File: config.mk
export PLATFORM = sky130hd
export DESIGN_NAME = socket_report_deframer_flat
export DESIGN_NICKNAME = d
export VERILOG_FILES = /design/src/sv/srd_pkg.sv /design/src/sv/srd_if.sv /design/src/sv/srd_parser.sv /design/src/sv/srd_out_reg.sv /design/src/sv/socket_report_deframer.sv /design/src/flat_wrapper.sv
export VERILOG_INCLUDE_DIRS = /design/src /design/src/sv
export SDC_FILE = /design/constraint.sdc
export NUM_CORES = 1
export LEC_CHECK = 0
export ABC_AREA = 1
export BUFFER_PORTS_ARGS = -buffer_cell sky130_fd_sc_hd__buf_2
export CAP_MARGIN = 0
export CORE_UTILIZATION = 40
export CTS_CLUSTER_SIZE = 8
export DETAILED_ROUTE_END_ITERATION = 10
export SYNTH_ARGS = -nofsm -noshare
export SYNTH_HDL_FRONTEND = slang
export SYNTH_SLANG_ARGS = --single-unit
File: constraint.sdc
create_clock -name clk_i -period 7.57 [get_ports clk_i]
set_input_delay 1.514 -clock clk_i [delete_from_list [all_inputs] [get_ports clk_i]]
set_output_delay 1.514 -clock clk_i [all_outputs]
set_load 0.1 [all_outputs]
File: src/sv/socket_report_deframer_assert.svh
// Assertion macros used by the socket report deframer parser RTL.
// Expects clk_i and rst_ni in the scope of every use.
`ifndef SOCKET_REPORT_DEFRAMER_ASSERT_SVH
`define SOCKET_REPORT_DEFRAMER_ASSERT_SVH

// Same-cycle implication, checked outside reset.
`define SRD_ASSERT_IMPLIES(lbl, ante, cons, msg) \
  lbl: assert property (@(posedge clk_i) disable iff (!rst_ni) (ante) |-> (cons)) \
    else $error(msg);

// Next-cycle implication, checked outside reset.
`define SRD_ASSERT_NEXT(lbl, ante, cons, msg) \
  lbl: assert property (@(posedge clk_i) disable iff (!rst_ni) (ante) |=> (cons)) \
    else $error(msg);

`endif

File: src/sv/srd_pkg.sv
// Package for the socket report deframer: payload structs, phase codes,
// character constants and the header text. No dependencies.
package srd_pkg;

  localparam int unsigned RxByteW  = 8;
  localparam int unsigned SocketW  = 16;
  localparam int unsigned LenW     = 10;
  localparam int unsigned LenAccW  = 11;

  localparam logic [3:0]         HdrLen       = 4'd8;
  localparam logic [SocketW-1:0] SocketMax    = 16'hFFFF;
  localparam logic [LenAccW-1:0] LenAccMax    = 11'd2047;
  localparam logic [LenW-1:0]    MaxLenReset  = 10'd1023;

  localparam logic [7:0] ChPlus  = 8'h2B;
  localparam logic [7:0] ChComma = 8'h2C;
  localparam logic [7:0] ChLf    = 8'h0A;
  localparam logic [7:0] ChZero  = 8'h30;
  localparam logic [7:0] ChNine  = 8'h39;

  typedef enum logic [2:0] {
    PH_HUNT     = 3'd0,
    PH_SOCKET   = 3'd1,
    PH_LENGTH   = 3'd2,
    PH_NEWLINES = 3'd3,
    PH_PAYLOAD  = 3'd4
  } srd_phase_e;

  typedef struct packed {
    logic [RxByteW-1:0] rx_byte;
  } srd_rx_t;

  typedef struct packed {
    logic [7:0]         payload_byte;
    logic               byte_valid;
    logic               last_of_packet;
    logic [SocketW-1:0] socket_id;
    logic [LenW-1:0]    packet_length;
  } srd_rpt_t;

  // One parse step: whether the byte produced a result, and that result.
  typedef struct packed {
    logic     emit;
    srd_rpt_t rpt;
  } srd_step_t;

  // Header text "+SKTRPT=", one character per position.
  function automatic logic [7:0] hdr_char(input logic [2:0] idx);
    logic [7:0] ch;
    case (idx)
      3'd0:    ch = 8'h2B;
      3'd1:    ch = 8'h53;
      3'd2:    ch = 8'h4B;
      3'd3:    ch = 8'h54;
      3'd4:    ch = 8'h52;
      3'd5:    ch = 8'h50;
      3'd6:    ch = 8'h54;
      default: ch = 8'h3D;
    endcase
    return ch;
  endfunction

endpackage

File: src/sv/srd_if.sv
// Valid/ready channel interfaces for received bytes and report results.
// Depends on srd_pkg for the payload structs.
interface srd_rx_if import srd_pkg::*; ();
  logic    valid;
  logic    ready;
  srd_rx_t payload;

  modport source (output valid, output payload, input ready);
  modport sink   (input valid, input payload, output ready);
endinterface

interface srd_rpt_if import srd_pkg::*; ();
  logic     valid;
  logic     ready;
  srd_rpt_t payload;

  modport source (output valid, output payload, input ready);
  modport sink   (input valid, input payload, output ready);
endinterface

File: src/sv/srd_parser.sv
// Per-byte parser: header match, decimal fields, line-feed skip, payload count.
// Depends on srd_pkg and socket_report_deframer_assert.svh.
`include "socket_report_deframer_assert.svh"

module srd_parser import srd_pkg::*; (
  input  logic                clk_i,
  input  logic                rst_ni,
  input  logic                cfg_we_i,
  input  logic [LenW-1:0]     cfg_wdata_i,
  input  logic                accept_i,
  input  logic [RxByteW-1:0]  rx_byte_i,
  output srd_step_t           step_o
);

  srd_phase_e         phase_q, phase_d;
  logic [3:0]         hdr_cnt_q, hdr_cnt_d;
  logic [SocketW-1:0] sock_q, sock_d;
  logic [LenAccW-1:0] len_q, len_d;
  logic [1:0]         nl_cnt_q, nl_cnt_d;
  logic [LenW-1:0]    passed_q, passed_d;
  logic [LenW-1:0]    max_len_q;

  logic               is_digit;
  logic [3:0]         digit;
  logic [19:0]        sock_x10;
  logic [14:0]        len_x10;
  logic [SocketW-1:0] sock_sat;
  logic [LenAccW-1:0] len_sat;
  logic [3:0]         hdr_next;
  logic [1:0]         nl_next;
  logic               pay_valid;
  logic [LenW-1:0]    passed_next;
  logic               pay_last;

  assign is_digit = rx_byte_i inside {[ChZero:ChNine]};
  assign digit    = 4'(rx_byte_i - ChZero);

  // acc * 10 + digit as shift-and-add
  assign sock_x10 = {1'b0, sock_q, 3'b000} + {3'b000, sock_q, 1'b0} + {16'b0, digit};
  assign len_x10  = {1'b0, len_q, 3'b000} + {3'b000, len_q, 1'b0} + {11'b0, digit};
  assign sock_sat = (sock_x10 > {4'b0, SocketMax}) ? SocketMax : sock_x10[SocketW-1:0];
  assign len_sat  = (len_x10 > {4'b0, LenAccMax}) ? LenAccMax : len_x10[LenAccW-1:0];

  // Restart on mismatch; a '+' counts as the first header character.
  assign hdr_next = (hdr_cnt_q < HdrLen && rx_byte_i == hdr_char(hdr_cnt_q[2:0]))
                  ? hdr_cnt_q + 4'd1
                  : ((rx_byte_i == ChPlus) ? 4'd1 : 4'd0);

  assign nl_next = (rx_byte_i == ChLf && nl_cnt_q < 2'd2) ? nl_cnt_q + 2'd1 : nl_cnt_q;

  assign pay_valid   = {1'b0, passed_q} < len_q;
  assign passed_next = pay_valid ? passed_q + LenW'(1) : passed_q;
  assign pay_last    = {1'b0, passed_next} >= len_q;

  always_comb begin
    phase_d   = phase_q;
    hdr_cnt_d = hdr_cnt_q;
    sock_d    = sock_q;
    len_d     = len_q;
    nl_cnt_d  = nl_cnt_q;
    passed_d  = passed_q;
    if (accept_i) begin
      case (phase_q)
        PH_HUNT: begin
          if (hdr_next >= HdrLen) begin
            hdr_cnt_d = '0;
            sock_d    = '0;
            len_d     = '0;
            phase_d   = PH_SOCKET;
          end else begin
            hdr_cnt_d = hdr_next;
          end
        end
        PH_SOCKET: begin
          if (rx_byte_i == ChComma) begin
            phase_d = PH_LENGTH;
          end else if (is_digit) begin
            sock_d = sock_sat;
          end
        end
        PH_LENGTH: begin
          if (rx_byte_i == ChComma) begin
            if (len_q > {1'b0, max_len_q}) begin
              len_d = {1'b0, max_len_q};
            end
            nl_cnt_d = '0;
            phase_d  = PH_NEWLINES;
          end else if (is_digit) begin
            len_d = len_sat;
          end
        end
        PH_NEWLINES: begin
          nl_cnt_d = nl_next;
          if (nl_next >= 2'd2) begin
            passed_d = '0;
            phase_d  = PH_PAYLOAD;
          end
        end
        PH_PAYLOAD: begin
          if (pay_last) begin
            phase_d   = PH_HUNT;
            hdr_cnt_d = '0;
            sock_d    = '0;
            len_d     = '0;
            nl_cnt_d  = '0;
            passed_d  = '0;
          end else begin
            passed_d = passed_next;
          end
        end
        default: begin
          phase_d   = PH_HUNT;
          hdr_cnt_d = '0;
          sock_d    = '0;
          len_d     = '0;
          nl_cnt_d  = '0;
          passed_d  = '0;
        end
      endcase
    end
  end

  always_comb begin
    step_o                     = '0;
    step_o.emit                = accept_i && (phase_q == PH_PAYLOAD);
    step_o.rpt.payload_byte    = pay_valid ? rx_byte_i : 8'h00;
    step_o.rpt.byte_valid      = pay_valid;
    step_o.rpt.last_of_packet  = pay_last;
    step_o.rpt.socket_id       = sock_q;
    step_o.rpt.packet_length   = len_q[LenW-1:0];
  end

  always_ff @(posedge clk_i or negedge rst_ni) begin
    if (!rst_ni) begin
      phase_q   <= PH_HUNT;
      hdr_cnt_q <= '0;
      sock_q    <= '0;
      len_q     <= '0;
      nl_cnt_q  <= '0;
      passed_q  <= '0;
      max_len_q <= MaxLenReset;
    end else begin
      phase_q   <= phase_d;
      hdr_cnt_q <= hdr_cnt_d;
      sock_q    <= sock_d;
      len_q     <= len_d;
      nl_cnt_q  <= nl_cnt_d;
      passed_q  <= passed_d;
      if (cfg_we_i) begin
        max_len_q <= cfg_wdata_i;
      end
    end
  end

  `SRD_ASSERT_IMPLIES(a_hunt_progress, phase_q == PH_HUNT, hdr_cnt_q < HdrLen,
                      "header count out of range")
  `SRD_ASSERT_IMPLIES(a_passed_bound, phase_q == PH_PAYLOAD,
                      ({1'b0, passed_q} <= len_q), "payload count past length")
  `SRD_ASSERT_NEXT(a_last_to_hunt, step_o.emit && step_o.rpt.last_of_packet,
                   phase_q == PH_HUNT && passed_q == '0, "no return to hunt after last")
  `SRD_ASSERT_IMPLIES(a_emit_in_payload, step_o.emit,
                      phase_q == PH_PAYLOAD && len_q[LenAccW-1] == 1'b0,
                      "result outside payload phase")

endmodule

File: src/sv/srd_out_reg.sv
// Result register between the parser and the report channel.
// Depends on srd_pkg and srd_if.
module srd_out_reg import srd_pkg::*; (
  input  logic             clk_i,
  input  logic             rst_ni,
  input  logic             accept_i,
  input  srd_step_t        step_i,
  output logic             in_ready_o,
  srd_rpt_if.source        rpt
);

  logic     valid_q, valid_d;
  srd_rpt_t data_q, data_d;

  // Load whenever the held result is absent or leaving this cycle.
  assign in_ready_o = !valid_q || rpt.ready;

  always_comb begin
    valid_d = valid_q;
    data_d  = data_q;
    if (in_ready_o) begin
      valid_d = accept_i && step_i.emit;
    end
    if (accept_i && step_i.emit) begin
      data_d = step_i.rpt;
    end
  end

  always_ff @(posedge clk_i or negedge rst_ni) begin
    if (!rst_ni) begin
      valid_q <= 1'b0;
    end else begin
      valid_q <= valid_d;
    end
  end

  always_ff @(posedge clk_i) begin
    data_q <= data_d;
  end

  assign rpt.valid   = valid_q;
  assign rpt.payload = data_q;

endmodule

File: src/sv/socket_report_deframer.sv
// Socket report deframer: one serial byte in per cycle, payload bytes out.
// A payload byte appears on rpt in the cycle after its rx transfer.
// Throughput: one byte per cycle, set by the single parse step per byte.
// rx stalls only while a held result waits on rpt.ready.
// Reset (async, active low) returns to header hunt, clears all counters and
// sets the length cap to 1023.
module socket_report_deframer import srd_pkg::*; (
  input  logic            clk_i,
  input  logic            rst_ni,
  input  logic            cfg_we_i,
  input  logic [LenW-1:0] cfg_wdata_i,
  srd_rx_if.sink          rx,
  srd_rpt_if.source       rpt
);

  logic      accept;
  logic      in_ready;
  srd_step_t step;

  // A byte transfers whenever the result register can take what it yields.
  assign rx.ready = in_ready;
  assign accept   = rx.valid && in_ready;

  // Parse: header hunt, socket id, length, two line feeds, then payload.
  srd_parser u_parser (
    .clk_i       (clk_i),
    .rst_ni      (rst_ni),
    .cfg_we_i    (cfg_we_i),
    .cfg_wdata_i (cfg_wdata_i),
    .accept_i    (accept),
    .rx_byte_i   (rx.payload.rx_byte),
    .step_o      (step)
  );

  // Hold each result until the report channel takes it.
  srd_out_reg u_out_reg (
    .clk_i      (clk_i),
    .rst_ni     (rst_ni),
    .accept_i   (accept),
    .step_i     (step),
    .in_ready_o (in_ready),
    .rpt        (rpt)
  );

endmodule

File: src/flat_wrapper.sv
// flat-port wrapper written by rule: the top's interface ports become plain ports
module socket_report_deframer_flat import srd_pkg::*;
  (clk_i, rst_ni, cfg_we_i, cfg_wdata_i, rx_valid, rx_payload, rx_ready, rpt_valid, rpt_payload, rpt_ready);
  srd_rx_if rx_i ();
  srd_rpt_if rpt_i ();
  input  logic clk_i;
  input  logic rst_ni;
  input  logic cfg_we_i;
  input  logic [LenW-1:0] cfg_wdata_i;
  input wire logic [$bits(rx_i.valid)-1:0] rx_valid;
  input wire logic [$bits(rx_i.payload)-1:0] rx_payload;
  output wire logic [$bits(rx_i.ready)-1:0] rx_ready;
  output wire logic [$bits(rpt_i.valid)-1:0] rpt_valid;
  output wire logic [$bits(rpt_i.payload)-1:0] rpt_payload;
  input wire logic [$bits(rpt_i.ready)-1:0] rpt_ready;
  assign rx_i.valid = rx_valid;
  assign rx_i.payload = rx_payload;
  assign rx_ready = rx_i.ready;
  assign rpt_valid = rpt_i.valid;
  assign rpt_payload = rpt_i.payload;
  assign rpt_i.ready = rpt_ready;
  socket_report_deframer u_core (.clk_i(clk_i), .rst_ni(rst_ni), .cfg_we_i(cfg_we_i), .cfg_wdata_i(cfg_wdata_i), .rx(rx_i), .rpt(rpt_i));
endmodule
==> impl_metrics.ini, run 1 <==
[power_and_ir_drop]
sw_frac_of_total = 0.452
power_leakage_nw = 4.09
power.internal_mw = 1.29
report.power.total_mw = 2.36
power_dissipated_by_switching_net_loads_mw = 1.07
clock_power_share = 0.198
power_frac_seq = 0.314
power_frac_comb = 0.487
ir_drop_v = 0.000156
cell_pwr_density_mw_per_mm2 = 296

[setup_path]
critPathCaptureType = flip-flop
crit-reg2reg-launch = u_core.u_parser.len_q[4]$_DFFE_PN0P_
startpoint_type = input port
critPathBufInv = 3
worst-path-max-fanout = 11
critPathLaunch = rx_payload[3]
critical-path-slowest-cell = sky130_fd_sc_hd__nor2_1
timing_worst_setup_path_type = input port to flip-flop
timing.critical_path.cells = buf_2, inv_1, fa_1, inv_1, fa_1, nand3_1, nand3_1, nand4_1, nand2_1, nand2_1, nand2_1, nor2_1, nand3_1, nand2_1, nand2_1, nand2_1, o21ai_2
worst-endpoint-arrival_ns = 4.50
critPathMaxStageDelay_ns = 0.57
path_delay_family = simple AND/OR/NAND/NOR gates
cp.required_ns = 7.81
timing.critical_path.mode_cell = sky130_fd_sc_hd__nand2_1

[clock_tree]
clock_path_buffers = 2
numClockSinks = 93
htree_num_levels = 3
clk-insertion-delay-late_ns = 0.36
clock_pin_slew_of_the_registers_on_the_worst_case_setup_and_hold_paths_ns = 0.07
tritoncts_clock_tree = yes
ctsHoldBuffers = 0
cts_post_setup_buffers_inserted = 0
cts_inserted_buffers = 9
post_cts_resized = 0
root_buffer = sky130_fd_sc_hd__clkbuf_16

[global_routing]
grt_pass1_wl_um = 28600
initial_antenna_violation_count = 0
first_global_vias = 5564
grt_overflow_total = 0
grt_max_degree = 58
global_route.usage.total = 0.199

[final_layout]
drive_gt1_frac = 0.146
num-nets-final = 1074
final_cell_mix = sky130_fd_sc_hd__nand2_1, sky130_fd_sc_hd__inv_1, sky130_fd_sc_hd__ha_1, sky130_fd_sc_hd__nand3_1, sky130_fd_sc_hd__nor2_1
areaGrowthSynthToFinish_pct = 11.3
final-instance-count-excl-fill = 1191
antennaDiodeCount = 0
final_common_cell = sky130_fd_sc_hd__nand2_1

[yosys]
flip_flop_and_latch_count_after_synthesis = 93
synth.lib_cells_used.distinct = 44
synthesis.instances = 904
synth_sequential_area_ratio = 0.352
ys_warn_count = 0
postSynthAreaPerCell_um2 = 7.91
cell_area_after_technology_mapping_mm2 = 0.00715
syn-num-nets = 1017
leading_area_contributor_after_synthesis = sky130_fd_sc_hd__dfrtp_1
yosys.area.top_type_share = 0.164
synth.area.top_cells = sky130_fd_sc_hd__dfrtp_1, sky130_fd_sc_hd__edfxtp_1, sky130_fd_sc_hd__ha_1

[die]
coreArea_mm2 = 0.0174
boundaryPins = 61
die-height_um = 136
initial_core_utilization = 0.412
rows = 48
die-area_mm2 = 0.0184
die_width_um = 136

[sta]
timing.max_slew.rel_slack = 0.264
rsz0062_at_grt = false
timing.final.hold_violations = 0
final_period_utilization = 0.563
finalCriticalPeriod_ns = 4.26
tightest_slew_ns = 1.10
timing.clock.skew_ns = 0.00702
drv_slew = 0
finalSetupViolations = 0
setup_tns_ns = 0
maxClockFrequency_mhz = 235

[place]
portBuffers = 60
place_congestion = 0.887
numPlacedInstances = 1175
dp_hpwl_um = 12900

[routing]
drt_wl_total_um = 17300
drt-wirelength-per-cell_um = 14.5
detailedRoute.firstIterationViolations = 346
num_vias = 6048
drt-pass1-iter-count = 5
vias_per_instance = 5.08
drc = 0
route.antenna.remaining_nets = 0

[status]
outcome = completed

[worst_hold_path]
worst_hold_path_type = flip-flop to flip-flop
hp_start = u_core.u_parser.max_len_q[8]$_DFFE_PN1P_

[flow_run]
max_cap_viol_count = 0
[per-stage QoR]
stage          area, um2  utilization  hold WS (ns)  setup WS, ns
2_1_floorplan       7150            -         0.475          3.19
6_report            7960        0.459         0.506          3.31
4_1_cts             7960        0.459         0.512          3.33
5_1_grt             7960        0.459         0.536          2.95
3_3_place_gp        7660        0.442         0.495          3.02
3_5_place_dp        7660        0.442         0.502          2.98
[final cells by class]
| class | instances | area [um2] |
|---|---|---|
| sequential | 93 | 2520 |
| inverter | 113 | 427 |
| fill | 1728 | 9390 |
| tap | 225 | 282 |
| clock inverter | 7 | 75.1 |
| clock buffer | 9 | 225 |
| multi-input combinational | 680 | 4110 |
| timing repair buffer | 64 | 330 |
[worst register-to-register path, cell delays in order, from the launching register on]
cell                      delay [ns]
sky130_fd_sc_hd__dfrtp_1        0.55
sky130_fd_sc_hd__inv_1          0.13
sky130_fd_sc_hd__ha_1           0.31
sky130_fd_sc_hd__a21oi_1        0.14
sky130_fd_sc_hd__o21ai_0        0.09
sky130_fd_sc_hd__a21oi_1        0.16
sky130_fd_sc_hd__nand2_2        0.30
sky130_fd_sc_hd__nor3_1         0.27
sky130_fd_sc_hd__xor2_1         0.23
sky130_fd_sc_hd__inv_1          0.08
sky130_fd_sc_hd__ha_1           0.34
sky130_fd_sc_hd__a21oi_1        0.13
sky130_fd_sc_hd__o21ai_0        0.08
sky130_fd_sc_hd__a21oi_1        0.12
sky130_fd_sc_hd__nand3_1        0.18
sky130_fd_sc_hd__o21ai_2        0.25
sky130_fd_sc_hd__nor2_1         0.10
sky130_fd_sc_hd__nand2_4        0.34
sky130_fd_sc_hd__nand2_1        0.16
sky130_fd_sc_hd__o21ai_2        0.09
[power groups by stage]
stage	logic, mW	clock network (mW)	registers, mW
6_report	1.15	0.467	0.741
5_1_grt	1.31	0.494	0.753
4_1_cts	1.16	0.478	0.741
3_5_place_dp	1.15	0	0.750
3_3_place_gp	1.14	0	0.751
2_1_floorplan	0.854	0	0.791
[layer usage]
layer | wire (um) | GRT usage | part of all wire | vias to the layer above
met4 | 218 | 0.0574 | 0.013 | 0
met3 | 622 | 0.0224 | 0.036 | 14
met1 | 8470 | 0.279 | 0.49 | 2769
li1 | - | - | - | 3136
met2 | 7950 | 0.320 | 0.46 | 129
met5 | 0 | 0 | 0 | -
[cells in the mapped netlist, drive strengths merged]
| cell type | count |
|---|---|
| inv | 112 |
| and2 | 1 |
| ha | 86 |
| nor3 | 10 |
| buf | 8 |
| dfstp | 10 |
| clkinv | 1 |
| o21a | 1 |
| or2 | 1 |
| nor4 | 2 |
| nand3 | 74 |
| a211oi | 1 |
| o21bai | 1 |
| xnor2 | 12 |
| a21o | 5 |
| or4 | 1 |
| mux2 | 1 |
| dfrtp | 47 |
| xor2 | 16 |
| nand2 | 251 |
| o22ai | 12 |
| a31oi | 1 |
| o21ai | 69 |
| nand4 | 13 |
| nor3b | 2 |
| edfxtp | 36 |
| clkbuf | 10 |
| nand3b | 4 |
| o211ai | 3 |
| nor2 | 68 |
| fa | 4 |
| a21oi | 41 |
[cell families (layout without fill, tap and decap cells)]
| logic type | count (synthesis) | count (layout) | synth area share |
|---|---|---|---|
| AND/OR/NAND/NOR | 427 | 427 | 0.261 |
| adder cells (fa/ha/maj) | 90 | 90 | 0.162 |
| AO/OA/AOI/OAI | 134 | 134 | 0.114 |
| XOR/XNOR | 28 | 28 | 0.0343 |
| multiplexers | 1 | 1 | 0.00157 |
| flip-flops | 93 | 93 | 0.352 |
| buffers and inverters | 131 | 193 | 0.0757 |
[final timing paths]
check | end | slack (ns) | cells after the start
setup / recovery | u_core.u_parser.len_q[5]$_DFFE_PN0P_ | 3.31 | 17
hold / removal | u_core.u_parser.max_len_q[8]$_DFFE_PN1P_ | 0.51 | 2
setup reg to reg | u_core.u_parser.sock_q[9]$_DFFE_PN0P_ | 3.43 | 19
hold reg to reg | u_core.u_parser.max_len_q[8]$_DFFE_PN1P_ | 0.51 | 2
max in group asynchronous | u_core.u_parser.sock_q[12]$_DFFE_PN0P_ | 5.72 | 2
min in group asynchronous | u_core.u_out_reg.rpt.valid$_DFFE_PN0N_ | 1.34 | 2
[registers in the layout, summed over array words and instances, names as in the netlist]
register and cells:
u_core.u_out_reg.rpt.payload 36, u_core.u_out_reg.rpt.valid 1, u_core.u_parser.sock_q 16, u_core.u_parser.len_q 11, u_core.u_parser.max_len_q 10, u_core.u_parser.phase_q 3, u_core.u_parser.passed_q 10, u_core.u_parser.nl_cnt_q 2
u_core.u_parser.hdr_cnt_q 4
(Power assumes the default switching activity.)
==> inputs of run 2 (changes only) <==
--- a/config.mk
+++ b/config.mk
@@ -6,7 +6,7 @@
 export SDC_FILE = /design/constraint.sdc
 export NUM_CORES = 1
 export LEC_CHECK = 0
-export ABC_AREA = 1
+export ABC_AREA = 0
 export BUFFER_PORTS_ARGS = -buffer_cell sky130_fd_sc_hd__buf_2
 export CAP_MARGIN = 0
 export CORE_UTILIZATION = 40
==> constraint.sdc (replaced) <==
create_clock -name clk_i -period 4.1 [get_ports clk_i]
set_input_delay 0.82 -clock clk_i [delete_from_list [all_inputs] [get_ports clk_i]]
set_output_delay 0.82 -clock clk_i [all_outputs]
set_load 0.1 [all_outputs]
==> run 2 against run 1 <==
  * Critical path depth is 2 higher
  * Clock power is 97% higher
  * Setup slack worse by 3.1 ns
  * Critical path type is now flip-flop to flip-flop
==> impl_metrics.ini, run 2 <==
[sta]
fin_ws_ns = 0.218
tightest_slew_ns = 0.752
drv_slew = 0
finalCriticalPeriod_ns = 3.88
final_period_utilization = 0.947
timing.final.hold_violations = 0
finalSetupViolations = 0
timing.clock.skew_ns = 0.0101
maxClockFrequency_mhz = 258
timing.max_slew.rel_slack = 0.499

[global_routing]
initial_antenna_violation_count = 0
global_route.usage.total = 0.205
grt_overflow_total = 0
grt_pass1_wl_um = 26800
first_global_vias = 5425
grt_max_degree = 33

[flow_run]
max_cap_viol_count = 0

[final_layout]
antennaDiodeCount = 0
final_common_cell = sky130_fd_sc_hd__ha_1
final_cell_mix = sky130_fd_sc_hd__ha_1, sky130_fd_sc_hd__buf_2, sky130_fd_sc_hd__nand2_1, sky130_fd_sc_hd__dfrtp_1, sky130_fd_sc_hd__nor2_1
num-nets-final = 867
areaGrowthSynthToFinish_pct = 17.7
drive_gt1_frac = 0.216
final_util = 0.485
largest_reg_flops = 36

[yosys]
synthArstFlopShare = 0.613
number_of_flops_mapped_to_enable_cells_by_yosys = 36
yosys.area.top_type_share = 0.178
synth.area.top_cells = sky130_fd_sc_hd__dfrtp_1, sky130_fd_sc_hd__edfxtp_1, sky130_fd_sc_hd__ha_1
netlist_top_cells_count = sky130_fd_sc_hd__ha_1, sky130_fd_sc_hd__nand2_1, sky130_fd_sc_hd__dfrtp_1, sky130_fd_sc_hd__nor2_1, sky130_fd_sc_hd__o21ai_0
syn-num-nets = 778
ys_warn_count = 0
yosys_most_used_dff = sky130_fd_sc_hd__dfrtp_1
yosys.cell_count.top_type = sky130_fd_sc_hd__ha_1
synth_sequential_area_ratio = 0.382
leading_area_contributor_after_synthesis = sky130_fd_sc_hd__dfrtp_1
synthesis.instances = 665
synth.lib_cells_used.distinct = 73
flip_flop_and_latch_count_after_synthesis = 93
cell_area_after_technology_mapping_mm2 = 0.00660
postSynthAreaPerCell_um2 = 9.92

[setup_path]
worst-endpoint-arrival_ns = 4.13
timing_worst_setup_path_type = flip-flop to flip-flop
worst-path-max-fanout = 16
critPathCaptureType = flip-flop
timing.critical_path.cells = inv_1, ha_1, a21o_1, a21oi_1, o21ai_2, o221ai_2, a211oi_2, buf_4, nor2_1, xor2_1, ha_1, a2111oi_2, nand4b_1, nand4_1, nand4_1, nand3b_4, nand3b_4, buf_4, o21ai_2
cp.required_ns = 4.35
critPathMaxStageDelay_ns = 0.36
critical-path-slowest-cell = sky130_fd_sc_hd__a2111oi_2
startpoint_type = flip-flop

[routing]
drt-wirelength-per-cell_um = 16.7
drt_wl_total_um = 16300
route.antenna.remaining_nets = 0
detailedRoute.firstIterationViolations = 312
num_vias = 5380
drc = 0
vias_per_instance = 5.52
drt-pass1-iter-count = 4

[power_and_ir_drop]
power_frac_seq = 0.314
clock_power_share = 0.238
sw_frac_of_total = 0.402
power.internal_mw = 2.30
power_leakage_nw = 3.71
cell_pwr_density_mw_per_mm2 = 496
ir_drop_v = 0.000422
power_dissipated_by_switching_net_loads_mw = 1.55
power_frac_comb = 0.448

[clock_tree]
htree_num_levels = 3
numClockSinks = 93
tritoncts_clock_tree = yes
root_buffer = sky130_fd_sc_hd__clkbuf_16
cts_inserted_buffers = 9
clk-insertion-delay-late_ns = 0.36
clock_pin_slew_of_the_registers_on_the_worst_case_setup_and_hold_paths_ns = 0.07
clock_path_buffers = 2
ctsHoldBuffers = 0

[place]
dp_hpwl_um = 12000
place_congestion = 0.844
portBuffers = 60
post-place-ws_ns = -0.0782

[die]
coreArea_mm2 = 0.0160
die-area_mm2 = 0.0170
initial_core_utilization = 0.412
die-height_um = 130
rows = 46
die_width_um = 130
boundaryPins = 61

[status]
outcome = completed

[worst_hold_path]
worst_hold_path_type = input port to asynchronous set/reset pin
run 2: kinds of logic (layout without fill, tap and decap cells):
logic type	count (synthesis)	after routing	synth area share
AND/OR/NAND/NOR	216	217	0.174
AO/OA/AOI/OAI	178	178	0.190
flip-flops	93	93	0.382
adder cells (fa/ha/maj)	90	90	0.175
buffers and inverters	57	150	0.0368
XOR/XNOR	28	28	0.0372
multiplexers	3	3	0.00474
run 2: final cells by class:
type | count | area, um2
multi-input combinational | 516 | 3910
clock inverter | 6 | 86.3
tap | 216 | 270
timing repair buffer | 99 | 613
timing repair inverter | 1 | 7.51
fill | 1517 | 8240
sequential | 93 | 2520
clock buffer | 10 | 229
inverter | 34 | 128
run 2: path summary, 6_finish.rpt:
path / from / endpoint / slack [ns] / depth (start not counted)
setup / recovery: u_core.u_parser.len_q[1]$_DFFE_PN0P_ / u_core.u_parser.sock_q[14]$_DFFE_PN0P_ / 0.22 / 19
hold / removal: rst_ni / u_core.u_parser.len_q[9]$_DFFE_PN0P_ / 0.49 / 1
hold reg to reg: u_core.u_parser.hdr_cnt_q[3]$_DFFE_PN0P_ / u_core.u_parser.hdr_cnt_q[3]$_DFFE_PN0P_ / 0.50 / 1
setup reg to reg: u_core.u_parser.len_q[1]$_DFFE_PN0P_ / u_core.u_parser.sock_q[14]$_DFFE_PN0P_ / 0.22 / 19
max in group asynchronous: rst_ni / u_core.u_parser.max_len_q[6]$_DFFE_PN1P_ / 2.71 / 2
min in group clk_i: u_core.u_parser.hdr_cnt_q[3]$_DFFE_PN0P_ / u_core.u_parser.hdr_cnt_q[3]$_DFFE_PN0P_ / 0.50 / 1
run 2: stage by stage:
step / instances / TNS [ns] / instance area (um2) / power [mW] / hold WS, ns
after floorplan: 665 / 0 / 6600 / 2.37 / 0.459
after global placement: 950 / 0 / 7300 / 2.75 / 0.487
after detailed placement: 950 / -1.11 / 7300 / 2.79 / 0.482
after CTS: 966 / 0 / 7610 / 3.72 / 0.499
after global routing: 975 / -0.405 / 7760 / 4.12 / 0.531
final: 975 / 0 / 7760 / 3.85 / 0.495
run 2: critical path, delay by kind of cell (launching register included):
kind | cells | cell delay [ns]
flip-flops | 1 | 0.35
buffers and inverters | 3 | 0.53
XOR/XNOR | 1 | 0.16
adder cells (fa/ha/maj) | 2 | 0.51
AND/OR/NAND/NOR | 6 | 1.01
AO/OA/AOI/OAI | 7 | 1.21
run 2: what timing repair did:
action,4_1_cts,5_1_grt
pin swaps,0,5
resized for setup,1,15
setup buffers,0,7
gates cloned,0,2
setup endpoints to repair,1,43
run 2: routing by layer:
layer,vias to the layer above,wire [um],global-route usage
li1,2656,-,-
met4,0,330,0.0676
met3,28,697,0.0497
met5,-,0,0
met2,112,7980,0.354
met1,2584,7270,0.251
run 2: power by group through the flow:
| stage | Clock, mW | Combinational (mW) | Sequential [mW] |
|---|---|---|---|
| floorplan | 0 | 1.08 | 1.29 |
| global route | 0.982 | 1.91 | 1.23 |
| global placement | 0 | 1.52 | 1.22 |
| CTS | 0.942 | 1.57 | 1.21 |
| detailed placement | 0 | 1.56 | 1.23 |
| finish | 0.918 | 1.73 | 1.21 |
